[config.mk]
export PLATFORM = sky130hd
export DESIGN_NAME = lane_change_decision_fsm_flat
export DESIGN_NICKNAME = d
export VERILOG_FILES = /design/src/rtl/core/lcd_pkg.sv /design/src/rtl/core/lcd_in_if.sv /design/src/rtl/core/lcd_out_if.sv /design/src/rtl/core/lane_change_decision_fsm.sv /design/src/rtl/core/lcd_next.sv /design/src/flat_wrapper.sv
export SDC_FILE = /design/constraint.sdc
export NUM_CORES = 1
export LEC_CHECK = 0
export BUFFER_PORTS_ARGS = -buffer_cell sky130_fd_sc_hd__buf_2
export CORE_MARGIN = 5
export CORE_UTILIZATION = 50
export CTS_CLUSTER_SIZE = 8
export DETAILED_ROUTE_END_ITERATION = 10
export GPL_ROUTABILITY_DRIVEN = 0
export PLACE_DENSITY = 0.69
export RECOVER_POWER = 50
export SYNTH_ARGS = -nofsm -noshare
export SYNTH_HDL_FRONTEND = slang
export SYNTH_HIERARCHICAL = 1
export SYNTH_SLANG_ARGS = --single-unit
[constraint.sdc]
create_clock -name clk -period 6.2 [get_ports clk]
set_clock_uncertainty 0.2 [all_clocks]
set_input_delay 1.24 -clock clk [delete_from_list [all_inputs] [get_ports clk]]
set_output_delay 1.24 -clock clk [all_outputs]
set_load 0.02 [all_outputs]
[src/rtl/core/lcd_pkg.sv]
// Shared types, codes and the mode encoder for the lane change decision block.
// No dependencies; lane_change_decision_fsm and lcd_next import this package.
package lcd_pkg;

  // One-hot mode register codes.
  typedef enum logic [3:0] {
    MODE_NORMAL = 4'b0001,
    MODE_DANGER = 4'b0010,
    MODE_LANE   = 4'b0100,
    MODE_COOL   = 4'b1000
  } mode_t;

  // Mode numbers as they appear on the result channel.
  localparam logic [1:0] CODE_NORMAL = 2'd0;
  localparam logic [1:0] CODE_DANGER = 2'd1;
  localparam logic [1:0] CODE_LANE   = 2'd2;
  localparam logic [1:0] CODE_COOL   = 2'd3;

  localparam logic [1:0] LANE_LEFT   = 2'd0;
  localparam logic [1:0] LANE_MIDDLE = 2'd1;
  localparam logic [1:0] LANE_RIGHT  = 2'd2;

  // Configuration register indexes.
  localparam logic [1:0] REG_ACCEL_STEP = 2'd0;
  localparam logic [1:0] REG_DECEL_STEP = 2'd1;
  localparam logic [1:0] REG_MIN_SPEED  = 2'd2;

  localparam int CFG_IDX_W  = 2;
  localparam int CFG_DATA_W = 16;

  localparam logic [11:0] ACCEL_STEP_RST = 12'd26;
  localparam logic [11:0] DECEL_STEP_RST = 12'd38;
  localparam logic [15:0] MIN_SPEED_RST  = 16'd256;

  typedef struct packed {
    logic [11:0] accel_step;
    logic [11:0] decel_step;
    logic [15:0] min_speed;
  } cfg_t;

  typedef struct packed {
    logic        danger_lane0;
    logic        danger_lane1;
    logic        danger_lane2;
    logic        brake_ok;
    logic [31:0] now_tick;
    logic [15:0] recommended_speed;
  } item_t;

  typedef struct packed {
    mode_t       mode;
    logic [1:0]  lane;
    logic [15:0] speed;
    logic [31:0] hold_until;
  } state_t;

  function automatic logic [1:0] mode_code(input mode_t m);
    logic [1:0] c;
    c = CODE_NORMAL;
    unique case (m)
      MODE_NORMAL: c = CODE_NORMAL;
      MODE_DANGER: c = CODE_DANGER;
      MODE_LANE:   c = CODE_LANE;
      MODE_COOL:   c = CODE_COOL;
      default:     c = CODE_NORMAL;
    endcase
    return c;
  endfunction

endpackage

[src/rtl/core/lcd_in_if.sv]
// Input channel of the lane change decision block: valid/ready plus one control tick.
// Standalone; no package dependency.
interface lcd_in_if;
  logic        valid;
  logic        ready;
  logic        danger_lane0;
  logic        danger_lane1;
  logic        danger_lane2;
  logic        brake_ok;
  logic [31:0] now_tick;
  logic [15:0] recommended_speed;

  modport source (
    output valid, danger_lane0, danger_lane1, danger_lane2, brake_ok, now_tick,
           recommended_speed,
    input  ready
  );
  modport sink (
    input  valid, danger_lane0, danger_lane1, danger_lane2, brake_ok, now_tick,
           recommended_speed,
    output ready
  );
endinterface

[src/rtl/core/lcd_out_if.sv]
// Result channel of the lane change decision block: valid/ready plus the new state.
// Standalone; no package dependency.
interface lcd_out_if;
  logic        valid;
  logic        ready;
  logic [1:0]  out_mode;
  logic [1:0]  new_lane;
  logic [15:0] new_speed;
  logic [31:0] out_hold_until;

  modport source (
    output valid, out_mode, new_lane, new_speed, out_hold_until,
    input  ready
  );
  modport sink (
    input  valid, out_mode, new_lane, new_speed, out_hold_until,
    output ready
  );
endinterface

[src/rtl/core/lane_change_decision_fsm.sv]
// Top level of the lane change decision block: input register, state, result register.
// Depends on lcd_pkg, lcd_in_if, lcd_out_if and lcd_next.
//
//   channel  | direction | carries
//   ---------+-----------+----------------------------------------------
//   item     | in        | lane danger flags, brake flag, tick, rec. speed
//   result   | out       | new mode, lane, speed and hold tick
//   cfg_*    | in        | register writes: accel, decel, min speed
//
// One item is taken every cycle unless the result stalls; an item is held in the input
// register, its new state in the result register. The rate is set by the combinational
// next-state logic in lcd_next, which reads the state left by the previous item. Reset
// clears the valid bits, the state and the registers to their defaults. While a result
// waits, the input register still takes one item and then stalls the input.
module lane_change_decision_fsm import lcd_pkg::*; (
  input  logic                  clk,
  input  logic                  rst,
  input  logic                  cfg_we,
  input  logic [CFG_IDX_W-1:0]  cfg_index,
  input  logic [CFG_DATA_W-1:0] cfg_data,
  lcd_in_if.sink                item,
  lcd_out_if.source             result
);

  cfg_t   cfg;
  item_t  in_reg;
  logic   in_valid;
  state_t st;
  state_t st_next;
  state_t res_reg;
  logic   res_valid;
  logic   advance;
  logic   fire;

  assign advance    = !res_valid || result.ready;
  assign fire       = in_valid && advance;
  assign item.ready = !in_valid || advance;

  always_ff @(posedge clk) begin
    if (rst) begin
      cfg.accel_step <= ACCEL_STEP_RST;
      cfg.decel_step <= DECEL_STEP_RST;
      cfg.min_speed  <= MIN_SPEED_RST;
    end else if (cfg_we) begin
      unique case (cfg_index)
        REG_ACCEL_STEP: cfg.accel_step <= cfg_data[11:0];
        REG_DECEL_STEP: cfg.decel_step <= cfg_data[11:0];
        REG_MIN_SPEED:  cfg.min_speed  <= cfg_data;
        default: ;
      endcase
    end
  end

  always_ff @(posedge clk) begin
    if (rst) begin
      in_valid <= 1'b0;
    end else if (item.ready) begin
      in_valid <= item.valid;
    end
  end

  always_ff @(posedge clk) begin
    if (item.valid && item.ready) begin
      in_reg.danger_lane0      <= item.danger_lane0;
      in_reg.danger_lane1      <= item.danger_lane1;
      in_reg.danger_lane2      <= item.danger_lane2;
      in_reg.brake_ok          <= item.brake_ok;
      in_reg.now_tick          <= item.now_tick;
      in_reg.recommended_speed <= item.recommended_speed;
    end
  end

  lcd_next u_next (
    .st      (st),
    .item    (in_reg),
    .cfg     (cfg),
    .st_next (st_next)
  );

  always_ff @(posedge clk) begin
    if (rst) begin
      st.mode       <= MODE_NORMAL;
      st.lane       <= LANE_MIDDLE;
      st.speed      <= '0;
      st.hold_until <= '0;
      res_valid     <= 1'b0;
    end else begin
      if (fire) st <= st_next;
      if (advance) res_valid <= in_valid;
    end
  end

  always_ff @(posedge clk) begin
    if (fire) res_reg <= st_next;
  end

  assign result.valid          = res_valid;
  assign result.out_mode       = mode_code(res_reg.mode);
  assign result.new_lane       = res_reg.lane;
  assign result.new_speed      = res_reg.speed;
  assign result.out_hold_until = res_reg.hold_until;

`ifndef SYNTHESIS
  a_lane_in_range: assert property (@(posedge clk) disable iff (rst)
    st.lane != 2'd3)
    else $error("target lane left the three-lane range");

  a_state_holds_on_stall: assert property (@(posedge clk) disable iff (rst)
    (res_valid && !result.ready) |=> $stable(st))
    else $error("state changed while a result was stalled");

  a_lane_change_to_cool: assert property (@(posedge clk) disable iff (rst)
    (fire && st.mode == MODE_LANE) |=> (st.mode == MODE_COOL))
    else $error("lane change mode did not move to cool");

  a_lane_moves_only_on_change: assert property (@(posedge clk) disable iff (rst)
    (fire && st_next.lane != st.lane) |-> (st_next.mode == MODE_LANE))
    else $error("lane changed outside a lane change decision");

  a_result_matches_state: assert property (@(posedge clk) disable iff (rst)
    fire |=> (res_reg == st))
    else $error("result register and state disagree after a transfer");
`endif

endmodule

[src/rtl/core/lcd_next.sv]
// Next-state logic of the lane change decision block for one control tick.
// Depends on lcd_pkg.
module lcd_next import lcd_pkg::*; (
  input  state_t st,
  input  item_t  item,
  input  cfg_t   cfg,
  output state_t st_next
);

  logic        here;
  logic        lane_ok;
  logic [16:0] ramp_sum;
  logic signed [17:0] brake_diff;
  logic signed [17:0] brake_floor;

  always_comb begin
    unique case (st.lane)
      LANE_LEFT:   here = item.danger_lane0;
      LANE_MIDDLE: here = item.danger_lane1;
      LANE_RIGHT:  here = item.danger_lane2;
      default:     here = 1'b0;
    endcase
  end

  assign lane_ok     = (st.lane != 2'd3);
  assign ramp_sum    = {1'b0, st.speed} + {5'b0, cfg.accel_step};
  assign brake_diff  = $signed({2'b0, st.speed}) - $signed({6'b0, cfg.decel_step});
  assign brake_floor = $signed({2'b0, cfg.min_speed});

  always_comb begin
    st_next = st;
    if (lane_ok) begin
      unique case (st.mode)
        MODE_NORMAL: begin
          st_next.hold_until = '0;
          if (here) begin
            st_next.mode = MODE_DANGER;
          end else if (ramp_sum < {1'b0, item.recommended_speed}) begin
            st_next.speed = ramp_sum[15:0];
          end else begin
            st_next.speed = item.recommended_speed;
          end
        end
        MODE_DANGER: begin
          if (!here) begin
            st_next.mode = MODE_COOL;
          end else if (item.brake_ok) begin
            // The floor may lift the speed when min_speed is above it.
            st_next.speed      = (brake_diff < brake_floor) ? cfg.min_speed
                                                            : brake_diff[15:0];
            st_next.hold_until = item.now_tick + 32'd2;
          end else if (st.lane == LANE_MIDDLE) begin
            if (!item.danger_lane0) begin
              st_next.mode = MODE_LANE;
              st_next.lane = LANE_LEFT;
            end else if (!item.danger_lane2) begin
              st_next.mode = MODE_LANE;
              st_next.lane = LANE_RIGHT;
            end
          end else if (!item.danger_lane1) begin
            st_next.mode = MODE_LANE;
            st_next.lane = LANE_MIDDLE;
          end
        end
        MODE_LANE: begin
          st_next.hold_until = item.now_tick + 32'd1;
          st_next.mode       = MODE_COOL;
        end
        MODE_COOL: begin
          if (item.now_tick > st.hold_until) st_next.mode = MODE_NORMAL;
        end
        default: st_next = st;
      endcase
    end
  end

endmodule

[src/flat_wrapper.sv]
// flat-port wrapper written by rule: the top's interface ports become plain ports
module lane_change_decision_fsm_flat import lcd_pkg::*;
  (clk, rst, cfg_we, cfg_index, cfg_data, item_valid, item_danger_lane0, item_danger_lane1, item_danger_lane2, item_brake_ok, item_now_tick, item_recommended_speed, item_ready, result_valid, result_out_mode, result_new_lane, result_new_speed, result_out_hold_until, result_ready);
  lcd_in_if item_i ();
  lcd_out_if result_i ();
  input  logic clk;
  input  logic rst;
  input  logic cfg_we;
  input  logic [CFG_IDX_W-1:0] cfg_index;
  input  logic [CFG_DATA_W-1:0] cfg_data;
  input wire logic [$bits(item_i.valid)-1:0] item_valid;
  input wire logic [$bits(item_i.danger_lane0)-1:0] item_danger_lane0;
  input wire logic [$bits(item_i.danger_lane1)-1:0] item_danger_lane1;
  input wire logic [$bits(item_i.danger_lane2)-1:0] item_danger_lane2;
  input wire logic [$bits(item_i.brake_ok)-1:0] item_brake_ok;
  input wire logic [$bits(item_i.now_tick)-1:0] item_now_tick;
  input wire logic [$bits(item_i.recommended_speed)-1:0] item_recommended_speed;
  output wire logic [$bits(item_i.ready)-1:0] item_ready;
  output wire logic [$bits(result_i.valid)-1:0] result_valid;
  output wire logic [$bits(result_i.out_mode)-1:0] result_out_mode;
  output wire logic [$bits(result_i.new_lane)-1:0] result_new_lane;
  output wire logic [$bits(result_i.new_speed)-1:0] result_new_speed;
  output wire logic [$bits(result_i.out_hold_until)-1:0] result_out_hold_until;
  input wire logic [$bits(result_i.ready)-1:0] result_ready;
  assign item_i.valid = item_valid;
  assign item_i.danger_lane0 = item_danger_lane0;
  assign item_i.danger_lane1 = item_danger_lane1;
  assign item_i.danger_lane2 = item_danger_lane2;
  assign item_i.brake_ok = item_brake_ok;
  assign item_i.now_tick = item_now_tick;
  assign item_i.recommended_speed = item_recommended_speed;
  assign item_ready = item_i.ready;
  assign result_valid = result_i.valid;
  assign result_out_mode = result_i.out_mode;
  assign result_new_lane = result_i.new_lane;
  assign result_new_speed = result_i.new_speed;
  assign result_out_hold_until = result_i.out_hold_until;
  assign result_i.ready = result_ready;
  lane_change_decision_fsm u_core (.clk(clk), .rst(rst), .cfg_we(cfg_we), .cfg_index(cfg_index), .cfg_data(cfg_data), .item(item_i), .result(result_i));
endmodule
==> impl_metrics.yaml <==
run_status:
  outcome: "complete, but fails checks"
  violations: "capacitance limit, slew limit"
route:
  drc_errors: 0
  finalWirelength_microns: 32700
  drtIter0Drc: 758
  drt-pass1-iter-count: 6
  wl_per_cell_microns: 18.4
  vias: 10100
  ant_nets: 0
  via_per_inst: 5.69
yosys:
  netlist_area_sq_mm: 0.0126
  synth_edf_count: 106
  post_synth.cell_area_avg_sq_um: 9.24
  yosysTopAreaCell: "edfxtp_1"
  yosysSeqAreaShare_pct: 40.5
  ys.flop_type: "edfxtp_1"
  synth_top_area_share_pct: 25.2
  synthCells: 1365
  synth.yosys.warnings: 6
  synth_area_leaders: "edfxtp_1 25%, dfxtp_1 15%, ha_1 8.7%"
  ys_async_sr_fraction_pct: 0
  synth_fp_nets: 1530
  synth_most_common_cell: "nand2_1"
  synth_common_cells: "143 x nand2_1, 111 x nand2b_1, 106 x edfxtp_1"
  ys_seq_elements: 202
  netlist-cell-type-count: 75
worst_setup_path:
  worstReg2RegStart: "u_core/st[32]"
  cp-start-kind: "primary input"
  endpoint_kind: "flip-flop"
  r2r_end: "u_core/st[37]"
  critPathRequiredTime_ns: 6.34
  reg2regPathDepth: 18
  crit_fanout: 107
  reg2reg_slack_ns: 1.27
  cp.arrival_ns: 5.13
  critPathKind: "in2reg"
clock_network:
  h-tree-depth: 1
  cts_resized: 0
  cts_root_buf: "clkbuf_16"
  cts_buffers: 29
  post_cts_buffers: 0
  postCtsHoldBufs: 0
  cts_tree: "built"
  path_clk_slew_ns: 0.05
  clock_sinks: 202
  clk_path_buf_depth: 3
  insertion_delay_ns: 0.54
final_layout:
  largest_reg_flops: 54
  utilization_pct: 55.4
  antenna_cells: 0
  area_growth_pct: 9.96
  drive_gt1_share_pct: 11.1
  multi_input_area_sq_mm: 0.00650
  regArea_sq_mm: 0.00510
  finalNetCount: 1592
  fill_cells: 2287
power:
  p_switching_uw: 885
  p_sw_share_pct: 26.2
  p_int_uw: 2500
  seq_power_share_pct: 45.2
  finalPower_uw: 3380
  pwr-share-clk_pct: 42.0
  p_leak_uw: 0.00524
  power_density_mw_per_mm2: 244
  combPwrFrac_pct: 12.8
  peakVddDrop_v: 0.000191
place:
  dp_hpwl_microns: 23500
  port_buffers: 128
grt:
  grt_overflow: 0
  antenna_found_initial: 0
  grt_pass1_wl_microns: 51200
  grt_max_degree: 108
  grt_usage_pct: 22.2
  grt_pass1_vias: 9459
sta:
  max-slew-margin-rel_pct: -138
  period_share_pct: 80.5
  rsz0062_at_grt: "false"
  tns_ns: 0
  tightestPinTransition_ns: 3.58
  fmax_ghz: 0.200
  slew_viol_final: 269
  min_period_ns: 4.99
  hold_viol: 0
  final-setup-viol-count: 0
hold_path:
  hold_path_class: "reg2reg"
  min_from: "u_core/cfg[12]"
  min_path_cells: 2
  hold_end: "u_core/cfg[12]"
floorplanning:
  start_util_pct: 50.4
  ios: 129
  dieArea_sq_mm: 0.0285
  rows: 58
  core-area_sq_mm: 0.0250
  die_y_microns: 169
  dieWidth_microns: 169
job:
  drv_cap: 4
## worst max-delay path by stage
stage	cells after the start	start	slack [ns]	endpoint
global placement	19	u_core/st[32]	1.66	u_core/st[44]
detailed placement	18	u_core/st[32]	1.42	u_core/st[37]
global route	4	rst	0.59	u_core/st[32]
floorplan	2	result_ready	1.67	u_core/in_reg[0]
finish	4	rst	1.21	u_core/st[45]
CTS	18	u_core/st[32]	1.34	u_core/st[37]
## stage by stage
step / area, sq um / cells / setup slack (ns) / hold WS [ns]
after global placement: 13100 / 1726 / 1.66 / 0.244
after global routing: 13900 / 1775 / 0.591 / 0.279
after floorplan: 12600 / 1365 / 1.67 / 0.236
after CTS: 13900 / 1775 / 1.34 / 0.258
final: 13900 / 1775 / 1.21 / 0.256
after detailed placement: 13100 / 1726 / 1.42 / 0.249
## placed cells by master (no fill, tap or decap), types with 15 or more instances in the layout
cell type	Yosys	routed
a21o_1	24	24
a21oi_1	85	84
a22o_1	17	17
buf_2	18	104
clkbuf_1	33	45
clkbuf_16	0	29
dfxtp_1	96	96
edfxtp_1	106	106
ha_1	88	88
inv_1	94	94
mux2i_1	73	73
nand2_1	143	143
nand2b_1	111	111
nand3_1	30	30
nand4_1	23	23
nor2_1	63	63
nor3_1	30	30
o21ai_0	59	59
o21ai_1	20	20
o221ai_1	15	15
xnor2_1	18	18
## final cells by class
class                      instances  area share [%]
clock inverter                     1          0.0541
timing repair buffer             141            5.01
clock buffer                      48            5.74
inverter                          94            2.54
tap                              330            2.98
multi-input combinational        959            46.9
sequential                       202            36.8
## worst max-delay path: stages
cell and delay, ns:
clkbuf_1 2.46, clkbuf_2 1.09, nand2b_1 0.21, mux2i_1 0.07
## cells by family (layout without fill, tap and decap cells)
logic type,after synthesis,in the layout,share of synthesized area (%)
buffers and inverters,204,284,8.12
muxes,74,74,5.88
DFF,202,202,40.5
AOI/OAI and AO/OA,306,306,15.8
adders and majority gates,90,90,9.04
and+or+nand+nor,462,462,18.8
xor gates and xnor gates,27,27,1.93
## power groups by stage
| stage | registers, uW | logic (uW) | clock network [uW] |
|---|---|---|---|
| floorplan | 1530 | 320 | 0 |
| global placement | 1550 | 418 | 0 |
| detailed placement | 1550 | 426 | 0 |
| CTS | 1530 | 429 | 1460 |
| global route | 1530 | 480 | 1520 |
| finish | 1530 | 433 | 1420 |
## routing by layer
metal | GRT usage, % | wire length [microns]
met5 | 0 | 0
met4 | 7.02 | 1010
met3 | 3.11 | 2130
met2 | 35.8 | 14900
met1 | 30.9 | 14700
(Power assumes the default switching activity.)
